===== config.mk =====
export PLATFORM = sky130hd
export DESIGN_NAME = shade_command_batcher_flat
export DESIGN_NICKNAME = d
export VERILOG_FILES = /design/src/sv/scb_pkg.sv /design/src/sv/scb_if.sv /design/src/sv/scb_div.sv /design/src/sv/shade_command_batcher.sv /design/src/flat_wrapper.sv
export SDC_FILE = /design/constraint.sdc
export NUM_CORES = 2
export LEC_CHECK = 0
export ABC_AREA = 0
export BUFFER_PORTS_ARGS = -buffer_cell sky130_fd_sc_hd__buf_4
export CAP_MARGIN = 20
export CORE_ASPECT_RATIO = 1.5
export CORE_UTILIZATION = 30
export DETAILED_ROUTE_END_ITERATION = 12
export PLACE_DENSITY = 0.47
export SLEW_MARGIN = 10
export SYNTH_ARGS = -nofsm -noshare
export SYNTH_HDL_FRONTEND = slang
export SYNTH_HIERARCHICAL = 1
export SYNTH_SLANG_ARGS = --single-unit

===== constraint.sdc =====
create_clock -name clock -period 9.1 [get_ports clock]
set_input_delay 1.365 -clock clock [delete_from_list [all_inputs] [get_ports clock]]
set_output_delay 1.365 -clock clock [all_outputs]
set_load 0.05 [all_outputs]

===== src/sv/scb_pkg.sv =====
// Shared types, codes, constants and helper functions of the shade command batcher.
package scb_pkg;

   localparam int MAX_CHANNELS = 8;
   localparam int FULL_SCALE   = 1000;
   localparam int MAX_HOLD_MS  = 10000;

   localparam int CH_W    = 3;
   localparam int CMD_W   = 3;
   localparam int POS_W   = 10;
   localparam int TIME_W  = 32;
   localparam int CNT_W   = 4;
   localparam int HOLD_W  = 14;
   localparam int GAP_W   = 16;
   localparam int PROD_W  = TIME_W + POS_W;
   localparam int DIV_STEP_W = $clog2(PROD_W + 1);
   localparam int CSR_IDX_W = 2;
   localparam int CSR_DAT_W = 16;

   typedef logic [CMD_W-1:0]  cmd_type;
   typedef logic [1:0]        conf_type;
   typedef logic [TIME_W-1:0] time_type;
   typedef logic [POS_W-1:0]  pos_type;

   localparam cmd_type CMD_NONE    = 3'd0;
   localparam cmd_type CMD_UP      = 3'd1;
   localparam cmd_type CMD_DOWN    = 3'd2;
   localparam cmd_type CMD_STOP    = 3'd3;
   localparam cmd_type CMD_INTERIM = 3'd4;

   localparam conf_type CONF_UNKNOWN   = 2'd0;
   localparam conf_type CONF_ESTIMATED = 2'd1;
   localparam conf_type CONF_EXACT     = 2'd2;

   localparam logic [1:0] MODE_CMD    = 2'd0;
   localparam logic [1:0] MODE_TICK   = 2'd1;
   localparam logic [1:0] MODE_LOAD   = 2'd2;
   localparam logic [1:0] MODE_REPORT = 2'd3;

   localparam logic [CSR_IDX_W-1:0] CSR_COUNT   = 2'd0;
   localparam logic [CSR_IDX_W-1:0] CSR_PULSE   = 2'd1;
   localparam logic [CSR_IDX_W-1:0] CSR_INTERIM = 2'd2;
   localparam logic [CSR_IDX_W-1:0] CSR_GAP     = 2'd3;

   localparam logic [HOLD_W-1:0] PULSE_DFLT   = 14'd500;
   localparam logic [HOLD_W-1:0] INTERIM_DFLT = 14'd3000;
   localparam logic [GAP_W-1:0]  GAP_DFLT     = 16'd250;
   localparam logic [CNT_W-1:0]  COUNT_DFLT   = 4'd8;

   // Substitute the default for zero, then clip at the maximum hold
   function automatic logic [HOLD_W-1:0] eff_hold(input logic [HOLD_W-1:0] v,
                                                  input logic [HOLD_W-1:0] dflt);
      logic [HOLD_W-1:0] t;
      t = (v == '0) ? dflt : v;
      if (t > HOLD_W'(MAX_HOLD_MS)) t = HOLD_W'(MAX_HOLD_MS);
      return t;
   endfunction

   // Wrap-safe deadline test
   function automatic logic reached(input time_type now, input time_type deadline);
      time_type d;
      d = now - deadline;
      return ~d[TIME_W-1];
   endfunction

endpackage


===== src/sv/scb_if.sv =====
// Channel interfaces: request, response and register write.
interface scb_req_if import scb_pkg::*; ();
   logic             valid;
   logic             ready;
   logic [1:0]       mode;
   logic [CH_W-1:0]  channel;
   cmd_type          command;
   time_type         now_ms;
   time_type         travel_up;
   time_type         travel_down;
   modport source (output valid, mode, channel, command, now_ms, travel_up, travel_down,
                   input ready);
   modport sink   (input valid, mode, channel, command, now_ms, travel_up, travel_down,
                   output ready);
endinterface

interface scb_rsp_if import scb_pkg::*; ();
   logic       valid;
   logic       ready;
   logic       accepted;
   cmd_type    batch_cmd;
   logic [7:0] assert_mask;
   logic       busy_res;
   pos_type    position;
   conf_type   confidence;
   logic       moving;
   cmd_type    released_cmd;
   modport source (output valid, accepted, batch_cmd, assert_mask, busy_res, position,
                   confidence, moving, released_cmd, input ready);
   modport sink   (input valid, accepted, batch_cmd, assert_mask, busy_res, position,
                   confidence, moving, released_cmd, output ready);
endinterface

interface scb_csr_if import scb_pkg::*; ();
   logic                 valid;
   logic                 ready;
   logic [CSR_IDX_W-1:0] index;
   logic [CSR_DAT_W-1:0] data;
   modport source (output valid, index, data, input ready);
   modport sink   (input valid, index, data, output ready);
endinterface


===== src/sv/scb_div.sv =====
// Restoring serial divider, one quotient bit per cycle.
module scb_div import scb_pkg::*; (
   input  logic              clock,
   input  logic              reset,
   input  logic              start,
   input  logic [PROD_W-1:0] numer,
   input  time_type          denom,
   output logic              done,
   output logic [PROD_W-1:0] quot
);
   logic [PROD_W-1:0]     q_ff, q_in;
   logic [TIME_W:0]       rem_ff, rem_in;
   time_type              den_ff, den_in;
   logic [DIV_STEP_W-1:0] step_ff, step_in;
   logic                  busy_ff, busy_in, done_ff, done_in;
   logic [TIME_W:0]       rem_sh;

   // One shift-subtract step per cycle
   always_comb begin
      q_in = q_ff; rem_in = rem_ff; den_in = den_ff;
      step_in = step_ff; busy_in = busy_ff; done_in = 1'b0;
      rem_sh = {rem_ff[TIME_W-1:0], q_ff[PROD_W-1]};
      if (start) begin
         q_in = numer; rem_in = '0; den_in = denom;
         step_in = DIV_STEP_W'(PROD_W); busy_in = 1'b1;
      end else if (busy_ff) begin
         if (rem_sh >= {1'b0, den_ff}) begin
            rem_in = rem_sh - {1'b0, den_ff};
            q_in   = {q_ff[PROD_W-2:0], 1'b1};
         end else begin
            rem_in = rem_sh;
            q_in   = {q_ff[PROD_W-2:0], 1'b0};
         end
         step_in = step_ff - 1'b1;
         if (step_ff == DIV_STEP_W'(1)) begin
            busy_in = 1'b0;
            done_in = 1'b1;
         end
      end
   end

   always_ff @(posedge clock) begin
      if (reset) begin
         busy_ff <= 1'b0;
         done_ff <= 1'b0;
         step_ff <= '0;
      end else begin
         busy_ff <= busy_in;
         done_ff <= done_in;
         step_ff <= step_in;
      end
      q_ff   <= q_in;
      rem_ff <= rem_in;
      den_ff <= den_in;
   end

   assign done = done_ff;
   assign quot = q_ff;

   a_done_after_busy: assert property (@(posedge clock) disable iff (reset)
      done_ff |-> $past(busy_ff)) else $error("divider done without a running division");
   a_no_restart: assert property (@(posedge clock) disable iff (reset)
      busy_ff && step_ff != DIV_STEP_W'(1) |=> busy_ff || start)
      else $error("divider stopped early");
   a_rem_bound: assert property (@(posedge clock) disable iff (reset)
      busy_ff |-> rem_ff < {1'b0, den_ff}) else $error("remainder not below divisor");
endmodule


===== src/sv/shade_command_batcher.sv =====
// Top level: shade command batcher sequencer with shared serial divider.
// Usage:
//   req_ch carries one item: mode 0 records a command request for a channel,
//   mode 1 is a millisecond tick, mode 2 loads a channel's travel times,
//   mode 3 only reports. Each item yields exactly one item on rsp_ch with the
//   contact command and mask, the busy flag and the named channel's status.
//   csr_ch writes the four registers (channel count, pulse hold, intermediate
//   hold, guard gap); it is always ready. The user must write it only while
//   idle; the block does not enforce this.
// Sequencing: command, load and report items pass the accept state, then the
//   report state. A tick walks the channels one per cycle; a moving, modelled
//   channel instead needs the visit that forms the product, a start state, 42
//   divider steps and the divide state taking the quotient. The tick then
//   either applies an ended pulse (one more walk) or scans for the oldest
//   request and, if one is found, gathers the batch (two more walks).
//   req_ch.ready is high only while the sequencer is idle.
// Reset: synchronous; clears all channel state, requests and registers to
//   their defaults (8 channels, 500 ms, 3000 ms, 250 ms).
// Stall: a finished result sits in the output register; the next item is
//   taken meanwhile, and its own result waits until the previous one leaves.
module shade_command_batcher import scb_pkg::*; (
   input logic     clock,
   input logic     reset,
   scb_req_if.sink   req_ch,
   scb_rsp_if.source rsp_ch,
   scb_csr_if.sink   csr_ch
);
   typedef enum logic [3:0] {
      S_IDLE, S_ADV, S_START, S_DIV, S_PULSE, S_EFFECT,
      S_GAP, S_SCAN, S_GATHER, S_REPORT
   } state_type;

   state_type state_ff;

   // Registers
   logic [CNT_W-1:0]  count_cfg_ff;
   logic [HOLD_W-1:0] pulse_cfg_ff, interim_cfg_ff;
   logic [GAP_W-1:0]  gap_cfg_ff;

   // Per-channel state
   cmd_type  pending_cmd_ff   [MAX_CHANNELS];
   time_type pending_stamp_ff [MAX_CHANNELS];
   pos_type  channel_pos_ff   [MAX_CHANNELS];
   conf_type channel_conf_ff  [MAX_CHANNELS];
   logic     channel_moving_ff[MAX_CHANNELS];
   logic     channel_up_ff    [MAX_CHANNELS];
   time_type move_start_time_ff[MAX_CHANNELS];
   pos_type  move_start_pos_ff[MAX_CHANNELS];
   cmd_type  channel_last_ff  [MAX_CHANNELS];
   time_type travel_up_ff     [MAX_CHANNELS];
   time_type travel_down_ff   [MAX_CHANNELS];

   time_type   request_counter_ff;
   cmd_type    active_cmd_ff;
   logic [7:0] active_mask_ff;
   time_type   pulse_end_ff;
   logic       gap_active_ff;
   time_type   gap_end_ff;

   // Item being worked on
   logic [CH_W-1:0]   ch_ff;
   time_type          now_ff;
   logic              acc_ff;
   logic [CNT_W-1:0]  cnt_ff;
   logic [PROD_W-1:0] prod_ff;
   time_type          span_ff;
   cmd_type           want_ff;
   time_type          oldest_ff;
   logic [7:0]        mask_ff;

   // Response register
   logic       rsp_valid_ff, rsp_acc_ff, rsp_busy_ff, rsp_moving_ff;
   cmd_type    rsp_cmd_ff, rsp_last_ff;
   logic [7:0] rsp_mask_ff;
   pos_type    rsp_pos_ff;
   conf_type   rsp_conf_ff;

   logic [CNT_W-1:0]  n_eff;
   logic [CH_W-1:0]   idx;
   logic              idx_end;
   logic [7:0]        used_mask;
   logic              any_pending;
   time_type          span_sel;
   time_type          elapsed;
   logic              div_start, div_done;
   logic [PROD_W-1:0] div_quot;
   logic [PROD_W:0]   up_sum;
   logic              ch_ok;
   logic              cmd_ok;
   logic              rsp_load;

   // Effective channel count and derived masks
   always_comb begin
      if (count_cfg_ff == '0) n_eff = CNT_W'(1);
      else if (count_cfg_ff > CNT_W'(MAX_CHANNELS)) n_eff = CNT_W'(MAX_CHANNELS);
      else n_eff = count_cfg_ff;
      any_pending = 1'b0;
      for (int i = 0; i < MAX_CHANNELS; i++) begin
         used_mask[i] = (CNT_W'(i) < n_eff);
         if (used_mask[i] && pending_cmd_ff[i] != CMD_NONE) any_pending = 1'b1;
      end
   end

   assign idx       = cnt_ff[CH_W-1:0];
   assign idx_end   = (cnt_ff >= n_eff);
   assign span_sel  = channel_up_ff[idx] ? travel_up_ff[idx] : travel_down_ff[idx];
   assign elapsed   = now_ff - move_start_time_ff[idx];
   assign div_start = (state_ff == S_START);
   assign up_sum    = {1'b0, div_quot} + (PROD_W+1)'(move_start_pos_ff[idx]);
   assign ch_ok     = ({1'b0, ch_ff} < n_eff);
   assign cmd_ok    = (req_ch.mode == MODE_CMD) && ({1'b0, req_ch.channel} < n_eff)
                      && req_ch.command != CMD_NONE && req_ch.command <= CMD_INTERIM;
   assign rsp_load  = (state_ff == S_REPORT) && (!rsp_valid_ff || rsp_ch.ready);

   scb_div u_div (
      .clock (clock),
      .reset (reset),
      .start (div_start),
      .numer (prod_ff),
      .denom (span_ff),
      .done  (div_done),
      .quot  (div_quot)
   );

   assign req_ch.ready = (state_ff == S_IDLE);
   assign csr_ch.ready = 1'b1;

   assign rsp_ch.valid        = rsp_valid_ff;
   assign rsp_ch.accepted     = rsp_acc_ff;
   assign rsp_ch.batch_cmd    = rsp_cmd_ff;
   assign rsp_ch.assert_mask  = rsp_mask_ff;
   assign rsp_ch.busy_res     = rsp_busy_ff;
   assign rsp_ch.position     = rsp_pos_ff;
   assign rsp_ch.confidence   = rsp_conf_ff;
   assign rsp_ch.moving       = rsp_moving_ff;
   assign rsp_ch.released_cmd = rsp_last_ff;

   // Sequencer, state and registered outputs
   always_ff @(posedge clock) begin
      if (reset) begin
         state_ff <= S_IDLE;
         count_cfg_ff   <= COUNT_DFLT;
         pulse_cfg_ff   <= PULSE_DFLT;
         interim_cfg_ff <= INTERIM_DFLT;
         gap_cfg_ff     <= GAP_DFLT;
         for (int i = 0; i < MAX_CHANNELS; i++) begin
            pending_cmd_ff[i]     <= CMD_NONE;
            pending_stamp_ff[i]   <= '0;
            channel_pos_ff[i]     <= '0;
            channel_conf_ff[i]    <= CONF_UNKNOWN;
            channel_moving_ff[i]  <= 1'b0;
            channel_up_ff[i]      <= 1'b0;
            move_start_time_ff[i] <= '0;
            move_start_pos_ff[i]  <= '0;
            channel_last_ff[i]    <= CMD_NONE;
            travel_up_ff[i]       <= '0;
            travel_down_ff[i]     <= '0;
         end
         request_counter_ff <= '0;
         active_cmd_ff  <= CMD_NONE;
         active_mask_ff <= '0;
         pulse_end_ff   <= '0;
         gap_active_ff  <= 1'b0;
         gap_end_ff     <= '0;
         rsp_valid_ff   <= 1'b0;
         cnt_ff         <= '0;
      end else begin
         // Register writes
         if (csr_ch.valid) begin
            unique case (csr_ch.index)
               CSR_COUNT:   count_cfg_ff   <= csr_ch.data[CNT_W-1:0];
               CSR_PULSE:   pulse_cfg_ff   <= csr_ch.data[HOLD_W-1:0];
               CSR_INTERIM: interim_cfg_ff <= csr_ch.data[HOLD_W-1:0];
               CSR_GAP:     gap_cfg_ff     <= csr_ch.data[GAP_W-1:0];
               default: ;
            endcase
         end
         // Drop a taken response unless a new one is loaded
         if (rsp_valid_ff && rsp_ch.ready && !rsp_load) rsp_valid_ff <= 1'b0;

         unique case (state_ff)
            S_IDLE: begin
               if (req_ch.valid) begin
                  ch_ff   <= req_ch.channel;
                  now_ff  <= req_ch.now_ms;
                  if (req_ch.mode == MODE_TICK) begin
                     acc_ff   <= 1'b0;
                     cnt_ff   <= '0;
                     state_ff <= S_ADV;
                  end else begin
                     acc_ff   <= cmd_ok;
                     cnt_ff   <= {1'b0, req_ch.channel};
                     state_ff <= S_REPORT;
                     if (cmd_ok) begin
                        request_counter_ff <= request_counter_ff + 1'b1;
                        pending_cmd_ff[req_ch.channel]   <= req_ch.command;
                        pending_stamp_ff[req_ch.channel] <= request_counter_ff + 1'b1;
                     end
                     if (req_ch.mode == MODE_LOAD) begin
                        travel_up_ff[req_ch.channel]   <= req_ch.travel_up;
                        travel_down_ff[req_ch.channel] <= req_ch.travel_down;
                     end
                  end
               end
            end
            S_ADV: begin
               // Dead-reckon one channel per visit
               if (idx_end) begin
                  state_ff <= S_PULSE;
               end else if (!channel_moving_ff[idx]) begin
                  cnt_ff <= cnt_ff + 1'b1;
               end else if (span_sel == '0) begin
                  channel_conf_ff[idx] <= CONF_UNKNOWN;
                  cnt_ff <= cnt_ff + 1'b1;
               end else begin
                  prod_ff  <= PROD_W'(elapsed) * PROD_W'(FULL_SCALE);
                  span_ff  <= span_sel;
                  state_ff <= S_START;
               end
            end
            S_START: state_ff <= S_DIV;
            S_DIV: begin
               if (div_done) begin
                  if (channel_up_ff[idx]) begin
                     if (up_sum >= (PROD_W+1)'(FULL_SCALE)) begin
                        channel_pos_ff[idx]    <= POS_W'(FULL_SCALE);
                        channel_moving_ff[idx] <= 1'b0;
                        channel_conf_ff[idx]   <= CONF_EXACT;
                     end else begin
                        channel_pos_ff[idx]  <= up_sum[POS_W-1:0];
                        channel_conf_ff[idx] <= CONF_ESTIMATED;
                     end
                  end else begin
                     if (div_quot >= PROD_W'(move_start_pos_ff[idx])) begin
                        channel_pos_ff[idx]    <= '0;
                        channel_moving_ff[idx] <= 1'b0;
                        channel_conf_ff[idx]   <= CONF_EXACT;
                     end else begin
                        channel_pos_ff[idx]  <= move_start_pos_ff[idx] - div_quot[POS_W-1:0];
                        channel_conf_ff[idx] <= CONF_ESTIMATED;
                     end
                  end
                  cnt_ff   <= cnt_ff + 1'b1;
                  state_ff <= S_ADV;
               end
            end
            S_PULSE: begin
               cnt_ff <= '0;
               if (active_cmd_ff != CMD_NONE && reached(now_ff, pulse_end_ff))
                  state_ff <= S_EFFECT;
               else
                  state_ff <= S_GAP;
            end
            S_EFFECT: begin
               // Apply the ended pulse to each asserted channel
               if (idx_end) begin
                  active_cmd_ff  <= CMD_NONE;
                  active_mask_ff <= '0;
                  gap_active_ff  <= 1'b1;
                  gap_end_ff <= now_ff + TIME_W'((gap_cfg_ff == '0) ? GAP_DFLT : gap_cfg_ff);
                  state_ff <= S_GAP;
               end else begin
                  if (active_mask_ff[idx]) begin
                     channel_last_ff[idx] <= active_cmd_ff;
                     if (active_cmd_ff == CMD_UP || active_cmd_ff == CMD_DOWN) begin
                        channel_moving_ff[idx]  <= 1'b1;
                        channel_up_ff[idx]      <= (active_cmd_ff == CMD_UP);
                        move_start_time_ff[idx] <= now_ff;
                        move_start_pos_ff[idx]  <= channel_pos_ff[idx];
                        if (channel_conf_ff[idx] == CONF_EXACT)
                           channel_conf_ff[idx] <= CONF_ESTIMATED;
                     end else if (active_cmd_ff == CMD_STOP) begin
                        channel_moving_ff[idx] <= 1'b0;
                     end else if (active_cmd_ff == CMD_INTERIM) begin
                        channel_moving_ff[idx] <= 1'b0;
                        channel_conf_ff[idx]   <= CONF_UNKNOWN;
                     end
                  end
                  cnt_ff <= cnt_ff + 1'b1;
               end
            end
            S_GAP: begin
               want_ff   <= CMD_NONE;
               oldest_ff <= '0;
               if (active_cmd_ff == CMD_NONE && (!gap_active_ff || reached(now_ff, gap_end_ff)))
               begin
                  gap_active_ff <= 1'b0;
                  cnt_ff   <= '0;
                  state_ff <= S_SCAN;
               end else begin
                  cnt_ff   <= {1'b0, ch_ff};
                  state_ff <= S_REPORT;
               end
            end
            S_SCAN: begin
               // Find the oldest pending request
               if (idx_end) begin
                  mask_ff <= '0;
                  if (want_ff == CMD_NONE) begin
                     cnt_ff   <= {1'b0, ch_ff};
                     state_ff <= S_REPORT;
                  end else begin
                     cnt_ff   <= '0;
                     state_ff <= S_GATHER;
                  end
               end else begin
                  if (pending_cmd_ff[idx] != CMD_NONE &&
                      (want_ff == CMD_NONE || pending_stamp_ff[idx] < oldest_ff)) begin
                     want_ff   <= pending_cmd_ff[idx];
                     oldest_ff <= pending_stamp_ff[idx];
                  end
                  cnt_ff <= cnt_ff + 1'b1;
               end
            end
            S_GATHER: begin
               // Batch every channel that wants the same command
               if (idx_end) begin
                  active_cmd_ff  <= want_ff;
                  active_mask_ff <= mask_ff;
                  pulse_end_ff <= now_ff + TIME_W'((want_ff == CMD_INTERIM)
                                  ? eff_hold(interim_cfg_ff, INTERIM_DFLT)
                                  : eff_hold(pulse_cfg_ff, PULSE_DFLT));
                  gap_active_ff <= 1'b0;
                  cnt_ff   <= {1'b0, ch_ff};
                  state_ff <= S_REPORT;
               end else begin
                  if (pending_cmd_ff[idx] == want_ff) begin
                     mask_ff[idx] <= 1'b1;
                     pending_cmd_ff[idx] <= CMD_NONE;
                  end
                  cnt_ff <= cnt_ff + 1'b1;
               end
            end
            S_REPORT: begin
               // Load the response once the register is free
               if (rsp_load) begin
                  rsp_valid_ff <= 1'b1;
                  rsp_acc_ff   <= acc_ff;
                  rsp_cmd_ff   <= active_cmd_ff;
                  rsp_mask_ff  <= (active_cmd_ff != CMD_NONE) ? (active_mask_ff & used_mask)
                                                              : '0;
                  rsp_busy_ff  <= (active_cmd_ff != CMD_NONE) || any_pending;
                  rsp_pos_ff    <= ch_ok ? channel_pos_ff[idx] : '0;
                  rsp_conf_ff   <= ch_ok ? channel_conf_ff[idx] : CONF_UNKNOWN;
                  rsp_moving_ff <= ch_ok ? channel_moving_ff[idx] : 1'b0;
                  rsp_last_ff   <= ch_ok ? channel_last_ff[idx] : CMD_NONE;
                  state_ff <= S_IDLE;
               end
            end
            default: state_ff <= S_IDLE;
         endcase
      end
   end

   a_gap_idle: assert property (@(posedge clock) disable iff (reset)
      gap_active_ff |-> active_cmd_ff == CMD_NONE) else $error("gap while batch active");
   a_mask_idle: assert property (@(posedge clock) disable iff (reset)
      active_cmd_ff == CMD_NONE |-> active_mask_ff == '0) else $error("mask without batch");
   a_div_state: assert property (@(posedge clock) disable iff (reset)
      div_done |-> state_ff == S_DIV) else $error("divider result outside divide step");
   a_rsp_from_report: assert property (@(posedge clock) disable iff (reset)
      $rose(rsp_valid_ff) |-> $past(state_ff) == S_REPORT)
      else $error("response raised outside report step");
endmodule


===== src/flat_wrapper.sv =====
// flat-port wrapper written by rule: the top's interface ports become plain ports
module shade_command_batcher_flat import scb_pkg::*;
  (clock, reset, req_ch_valid, req_ch_mode, req_ch_channel, req_ch_command, req_ch_now_ms, req_ch_travel_up, req_ch_travel_down, req_ch_ready, rsp_ch_valid, rsp_ch_accepted, rsp_ch_batch_cmd, rsp_ch_assert_mask, rsp_ch_busy_res, rsp_ch_position, rsp_ch_confidence, rsp_ch_moving, rsp_ch_released_cmd, rsp_ch_ready, csr_ch_valid, csr_ch_index, csr_ch_data, csr_ch_ready);
  scb_req_if req_ch_i ();
  scb_rsp_if rsp_ch_i ();
  scb_csr_if csr_ch_i ();
  input logic clock;
  input logic reset;
  input wire logic [$bits(req_ch_i.valid)-1:0] req_ch_valid;
  input wire logic [$bits(req_ch_i.mode)-1:0] req_ch_mode;
  input wire logic [$bits(req_ch_i.channel)-1:0] req_ch_channel;
  input wire logic [$bits(req_ch_i.command)-1:0] req_ch_command;
  input wire logic [$bits(req_ch_i.now_ms)-1:0] req_ch_now_ms;
  input wire logic [$bits(req_ch_i.travel_up)-1:0] req_ch_travel_up;
  input wire logic [$bits(req_ch_i.travel_down)-1:0] req_ch_travel_down;
  output wire logic [$bits(req_ch_i.ready)-1:0] req_ch_ready;
  output wire logic [$bits(rsp_ch_i.valid)-1:0] rsp_ch_valid;
  output wire logic [$bits(rsp_ch_i.accepted)-1:0] rsp_ch_accepted;
  output wire logic [$bits(rsp_ch_i.batch_cmd)-1:0] rsp_ch_batch_cmd;
  output wire logic [$bits(rsp_ch_i.assert_mask)-1:0] rsp_ch_assert_mask;
  output wire logic [$bits(rsp_ch_i.busy_res)-1:0] rsp_ch_busy_res;
  output wire logic [$bits(rsp_ch_i.position)-1:0] rsp_ch_position;
  output wire logic [$bits(rsp_ch_i.confidence)-1:0] rsp_ch_confidence;
  output wire logic [$bits(rsp_ch_i.moving)-1:0] rsp_ch_moving;
  output wire logic [$bits(rsp_ch_i.released_cmd)-1:0] rsp_ch_released_cmd;
  input wire logic [$bits(rsp_ch_i.ready)-1:0] rsp_ch_ready;
  input wire logic [$bits(csr_ch_i.valid)-1:0] csr_ch_valid;
  input wire logic [$bits(csr_ch_i.index)-1:0] csr_ch_index;
  input wire logic [$bits(csr_ch_i.data)-1:0] csr_ch_data;
  output wire logic [$bits(csr_ch_i.ready)-1:0] csr_ch_ready;
  assign req_ch_i.valid = req_ch_valid;
  assign req_ch_i.mode = req_ch_mode;
  assign req_ch_i.channel = req_ch_channel;
  assign req_ch_i.command = req_ch_command;
  assign req_ch_i.now_ms = req_ch_now_ms;
  assign req_ch_i.travel_up = req_ch_travel_up;
  assign req_ch_i.travel_down = req_ch_travel_down;
  assign req_ch_ready = req_ch_i.ready;
  assign rsp_ch_valid = rsp_ch_i.valid;
  assign rsp_ch_accepted = rsp_ch_i.accepted;
  assign rsp_ch_batch_cmd = rsp_ch_i.batch_cmd;
  assign rsp_ch_assert_mask = rsp_ch_i.assert_mask;
  assign rsp_ch_busy_res = rsp_ch_i.busy_res;
  assign rsp_ch_position = rsp_ch_i.position;
  assign rsp_ch_confidence = rsp_ch_i.confidence;
  assign rsp_ch_moving = rsp_ch_i.moving;
  assign rsp_ch_released_cmd = rsp_ch_i.released_cmd;
  assign rsp_ch_i.ready = rsp_ch_ready;
  assign csr_ch_i.valid = csr_ch_valid;
  assign csr_ch_i.index = csr_ch_index;
  assign csr_ch_i.data = csr_ch_data;
  assign csr_ch_ready = csr_ch_i.ready;
  shade_command_batcher u_core (.clock(clock), .reset(reset), .req_ch(req_ch_i), .rsp_ch(rsp_ch_i), .csr_ch(csr_ch_i));
endmodule

After elaboration in Yosys (flattened, before gate mapping)
Memories as Yosys holds them, arrays and structs flattened. A register that Yosys moved wholly into a read port is not among the register bits.
Cells that the tools add are included.
{ "op_classes": {"add_sub_neg": 11, "mul": 1, "order_cmp": 21, "eq_ne": 38, "n_mux": 236, "n_bitwise": 22, "n_reduce_logical": 84} }
{ "ops": {"columns": ["cell", "n"], "rows": [
  ["32-bit two-way mux", 8],
  ["14-bit two-way mux", 11],
  ["32-bit OR reduction", 4],
  ["32-bit subtractor", 4],
  ["3-bit two-way mux", 42],
  ["1-bit two-way mux", 122],
  ["4-bit two-way mux", 21],
  ["42-bit two-way mux", 2],
  ["32-bit adder", 2],
  ["32-bit case mux with 2 select lines", 1],
  ["10-bit two-way mux", 5],
  ["42-bit by 10-bit adder with 43-bit output", 1],
  ["43-bit by 10-bit greater-or-equal comparator with 1-bit output (second input constant)", 1],
  ["42-bit by 10-bit greater-or-equal comparator with 1-bit output", 1],
  ["4-bit case mux with 10 select lines", 1],
  ["32-bit by 7-bit multiplier with 39-bit output (second input constant)", 1],
  ["3-bit nonzero test", 12],
  ["33-bit by 32-bit greater-or-equal comparator with 1-bit output", 1],
  ["32-bit by 1-bit adder with 32-bit output (second input constant)", 1],
  ["32-bit logical NOT", 1],
  ["32-bit < comparator", 1],
  ["8-bit two-way mux", 4],
  ["4-bit case mux with 8 select lines", 1],
  ["8-bit case mux with 2 select lines", 2],
  ["60 further kinds", 163]
]} }
{ "word_totals": {"ff_bits": 455, "ram_bits": 1264, "inputBits": 127, "output_inout_bits": 32, "elab_cells": 460, "n_memories": 11} }
{ "mem_list": {"columns": ["memory", "words", "word_bits", "rd", "rd_ports_with_merged_regs", "wr", "line", "text"], "rows": [
  ["u_core.move_start_time_ff", 8, 32, 1, 1, 8, "shade_command_batcher.sv:47", "time_type move_start_time_ff[MAX_CHANNELS];"],
  ["u_core.pending_stamp_ff", 8, 32, 1, 1, 8, "shade_command_batcher.sv:42", "time_type pending_stamp_ff [MAX_CHANNELS];"],
  ["u_core.travel_down_ff", 8, 32, 1, 1, 8, "shade_command_batcher.sv:51", "time_type travel_down_ff [MAX_CHANNELS];"],
  ["u_core.travel_up_ff", 8, 32, 1, 1, 8, "shade_command_batcher.sv:50", "time_type travel_up_ff [MAX_CHANNELS];"],
  ["u_core.channel_pos_ff", 8, 10, 1, 1, 8, "shade_command_batcher.sv:43", "pos_type channel_pos_ff [MAX_CHANNELS];"],
  ["u_core.move_start_pos_ff", 8, 10, 1, 1, 8, "shade_command_batcher.sv:48", "pos_type move_start_pos_ff[MAX_CHANNELS];"],
  ["5 more memories", null, null, null, null, null, null, null]
]} }

Logic depth before layout (Yosys ltp)
{ "depth": {"ltp_word": 16, "mapped_depth": 40, "depth_no_buf": 33} }

Cells and area by module
Netlist, hierarchy kept.
{ "modules_own_cells": {"columns": ["module", "instances", "cells_per_inst", "area_each_um2", "seq_area_each_um2"], "rows": [
  ["shade_command_batcher", 1, 6648, 82908.3, 46694.8],
  ["scb_div", 1, 633, 6586.3, 3022.9]
]} }

Worst setup path after synthesis
OpenSTA, ideal clock, no wires.
{ "synth_path": {"path_type": "reg-to-reg", "from": "register (tool-made name)", "to": "register u_core.prod_ff[41] (data pin)", "setup_time_ns": 0.260, "arrival_ns": 9.665, "required_ns": 8.840, "path_slack_ns": -0.825, "path_stages_with_launch": 36, "path_buffers": 8, "synth_period_minus_slack_ns": 9.925, "cell_sequence": "dfxtp_1 buf_2 buf_4 buf_6 buf_2 buf_2 buf_2 buf_2 buf_1 mux4_2 mux2i_1 ha_1 or2_2 a21oi_1 and3b_1 o41ai_1 nand2b_1 o31a_1 xor2_1 xnor2_1 inv_1 fa_1 fa_1 fa_1 inv_1 ha_1 a21o_1 a221o_1 a221o_1 a21oi_1 a211oi_1 o41ai_1 a21boi_0 o21ai_0 o21ai_0 xnor2_1"} }
{ "synth_lines": {"columns": ["item", "line", "text"], "rows": [
  ["end signal, assigned", "shade_command_batcher.sv:216", "prod_ff <= PROD_W'(elapsed) * PROD_W'(FULL_SCALE);"],
  ["end, declared", "shade_command_batcher.sv:65", "logic [PROD_W-1:0] prod_ff;"]
]} }

==> flow_summary.ini <==
[global_route]
grt_usage_pct = 19.0
grt_overflow = 0
grt_pass1_wl_mm = 421
antenna_found_initial = 18
grt_max_degree = 83
grt_pass1_vias = 60600

[synth]
synth-seq-cells = 1725
ys_types = 110
synth_top_area_cell = edfxtp_1
synth_top_family_by_area = simple AND/OR/NAND/NOR gates
synth_xor_xnor_area_share_pct = 2.37
syn_inst = 7281
synthTopCellsByArea = edfxtp_1, mux4_2, and2_1, dfxtp_1, ha_1
syn_area_per_cell_sq_um = 12.3
synth_area_sq_mm = 0.0895
synth_compound_gate_area_share_pct = 6.38
synth_edf_count = 1517
synthAdderAreaFrac_pct = 6.80
yosys.area_share.simple_pct = 15.8
ys_async_sr_fraction_pct = 0
yosysSeqAreaShare_pct = 55.6
yosys_warnings = 6
synthMuxAreaShare_pct = 9.67
ys.flop_type = edfxtp_1
synth_top_cell_area_share_pct = 50.9

[floorplan]
num_rows = 245
dieArea_sq_mm = 0.301
dieWidth_microns = 448
core_sq_mm = 0.297
fp.dieH_microns = 671
initial_core_util_pct = 30.2
io_pins = 159

[finish]
regArea_sq_mm = 0.0497
drive_gt1_share_pct = 14.8
n_fill_cell = 29600
fin_util_pct = 34.3
multi_input_area_sq_mm = 0.0370
most-common-layout-cells = edfxtp_1, nor2_1, and2_1
mostFrequentLayoutCell = edfxtp_1
nets = 7990
finish.instance_area_sq_mm = 0.102
syn_to_final_growth_pct = 13.8

[clock_tree]
clockBufferDepth = 4
cts.sink_count = 1725
clk-insertion-delay-late_ns = 0.89
ctsHoldBuffers = 0
clk_pin_slew_ns = 0.06
htreeDepth = 4
cts_tree = yes
numCtsBuffers = 186
clock_tree.root_cell = clkbuf_16

[placement]
placed_area_sq_mm = 0.0959
place_congestion = 0.842
port_buffers = 157
hpwl_mm = 194

[drt]
antenna_left = 0
drt_wl_total_mm = 289
via_count = 58300
wl_per_cell_microns = 25.0
dr.pass1.iters = 5
drc = 0
via_per_inst = 5.05
dr.first_iter.drc_count = 3438

[sta]
fmax_mhz = 116
worst_slew_pin_slew_ns = 1.19
finalCriticalPeriod_ns = 8.63
drv_slew = 0
relSlewSlack_pct = 20.6
fin_skew_ns = 0.118
hold_viol_final = 0
setup_viol = 0
fin_crit_sh_pct = 94.8

[setup_path]
critPathMostFrequentCell = o21ai_0
cp_max_fo = 14
arrival_ns = 9.20
cp.required_ns = 9.67
slowest_delay_ns = 0.60
crit_path_end_kind = flop
worst_setup_path_start_kind = flop
crit_type = flop to flop
cp_slowest_cell = fa_1

[min_path]
hp-class = flop to flop

[status]
status = finished clean

[job]
max-cap-violations = 0
-- flip-flops by register name, indices dropped and copies added (netlist names), 39 cells and up, named ones only --
signal	flops
u_core/channel_pos_ff	80
u_core/prod_ff	39
u_core/travel_up_ff	256
u_core/travel_down_ff	256
u_core/pending_stamp_ff	256
u_core/move_start_pos_ff	80
u_core/move_start_time_ff	256
u_core/u_div/quot	42
-- area by class of cell --
type                    count  area share, %
diodes                      6         0.0147
clock buffers             245           4.87
clock inverters            87          0.860
inverters                 360           1.33
multi-input cells        4789           36.3
flip-flops and latches   1725           48.8
well taps                3952           4.86
repair buffers            384           2.92
-- per-stage QoR --
step           cells  TNS [ns]  worst slack [ns]  hold slack [ns]
3_3_place_gp   11200         0            0.0995            0.407
5_1_grt        11500   -0.0161           -0.0104            0.426
4_1_cts        11500         0            0.0163            0.425
2_1_floorplan   7283         0            0.0310            0.400
3_5_place_dp   11200         0            0.0757            0.405
6_report       11500         0             0.472            0.422
-- synthesized netlist by cell type, types with 40 or more instances --
cell      number
edfxtp_1    1517
nor2_1       747
and2_1       698
nand2_1      567
inv_1        357
clkbuf_1     342
mux4_2       322
ha_1         307
a21oi_1      296
dfxtp_1      208
and3_1       165
xnor2_1      135
o21ai_0      120
nand3_1      115
nor3_1       112
fa_1         110
xor2_1       107
a21o_1        94
nand2b_1      89
mux2i_1       85
a211oi_1      72
nand4_1       47
mux2_2        45
nor4_1        40
-- worst paths after layout --
kind	start	endpoint	slack (ns)	cells past startpoint
setup / recovery	flop	u_core/prod_ff[41]$_DFFE_PP_	0.47	30
hold / removal	u_core/span_ff[7]$_DFFE_PP_	u_core/u_div/den_ff[7]$_DFFE_PP_	0.42	0
setup reg to reg	flop	u_core/prod_ff[41]$_DFFE_PP_	0.47	30
hold reg to reg	u_core/span_ff[7]$_DFFE_PP_	u_core/u_div/den_ff[7]$_DFFE_PP_	0.42	0
-- cells by family after synthesis --
group / after synthesis
and+or+nand+nor: 2794
DFF: 1725
AOI/OAI and AO/OA: 873
buffers and inverters: 769
muxes: 455
adders and majority gates: 421
xor gates and xnor gates: 242
other: 2
-- worst max-delay path: cells and delay by family (launching register included) --
kind,cells,cell delay [ns]
multiplexers,2,0.81
flip-flops,1,0.48
AND/OR/NAND/NOR,3,0.51
adder cells (fa/ha/maj),5,2.23
AO/OA/AOI/OAI,12,2.96
XOR/XNOR,3,0.67
buffers and inverters,5,0.68
-- per-layer routing --
metal | part of all wire (%) | track usage, % | vias up | wire, microns
li1 | - | - | 26600 | -
met1 | 38 | 21.3 | 30100 | 109000
met2 | 55 | 36.3 | 1192 | 158000
met3 | 3.8 | 2.23 | 377 | 11000
met4 | 3.7 | 6.59 | 8 | 10700
met5 | 0.020 | 0 | - | 57
-- timing repair --
action,4_1_cts,5_1_grt
resized for setup,0,3
buffers inserted,0,10
endpoints found under the setup margin,0,5
Power is left out: the tool's default activity adds up to more than one toggle a clock period on the data nets, which glitch-free logic cannot reach.
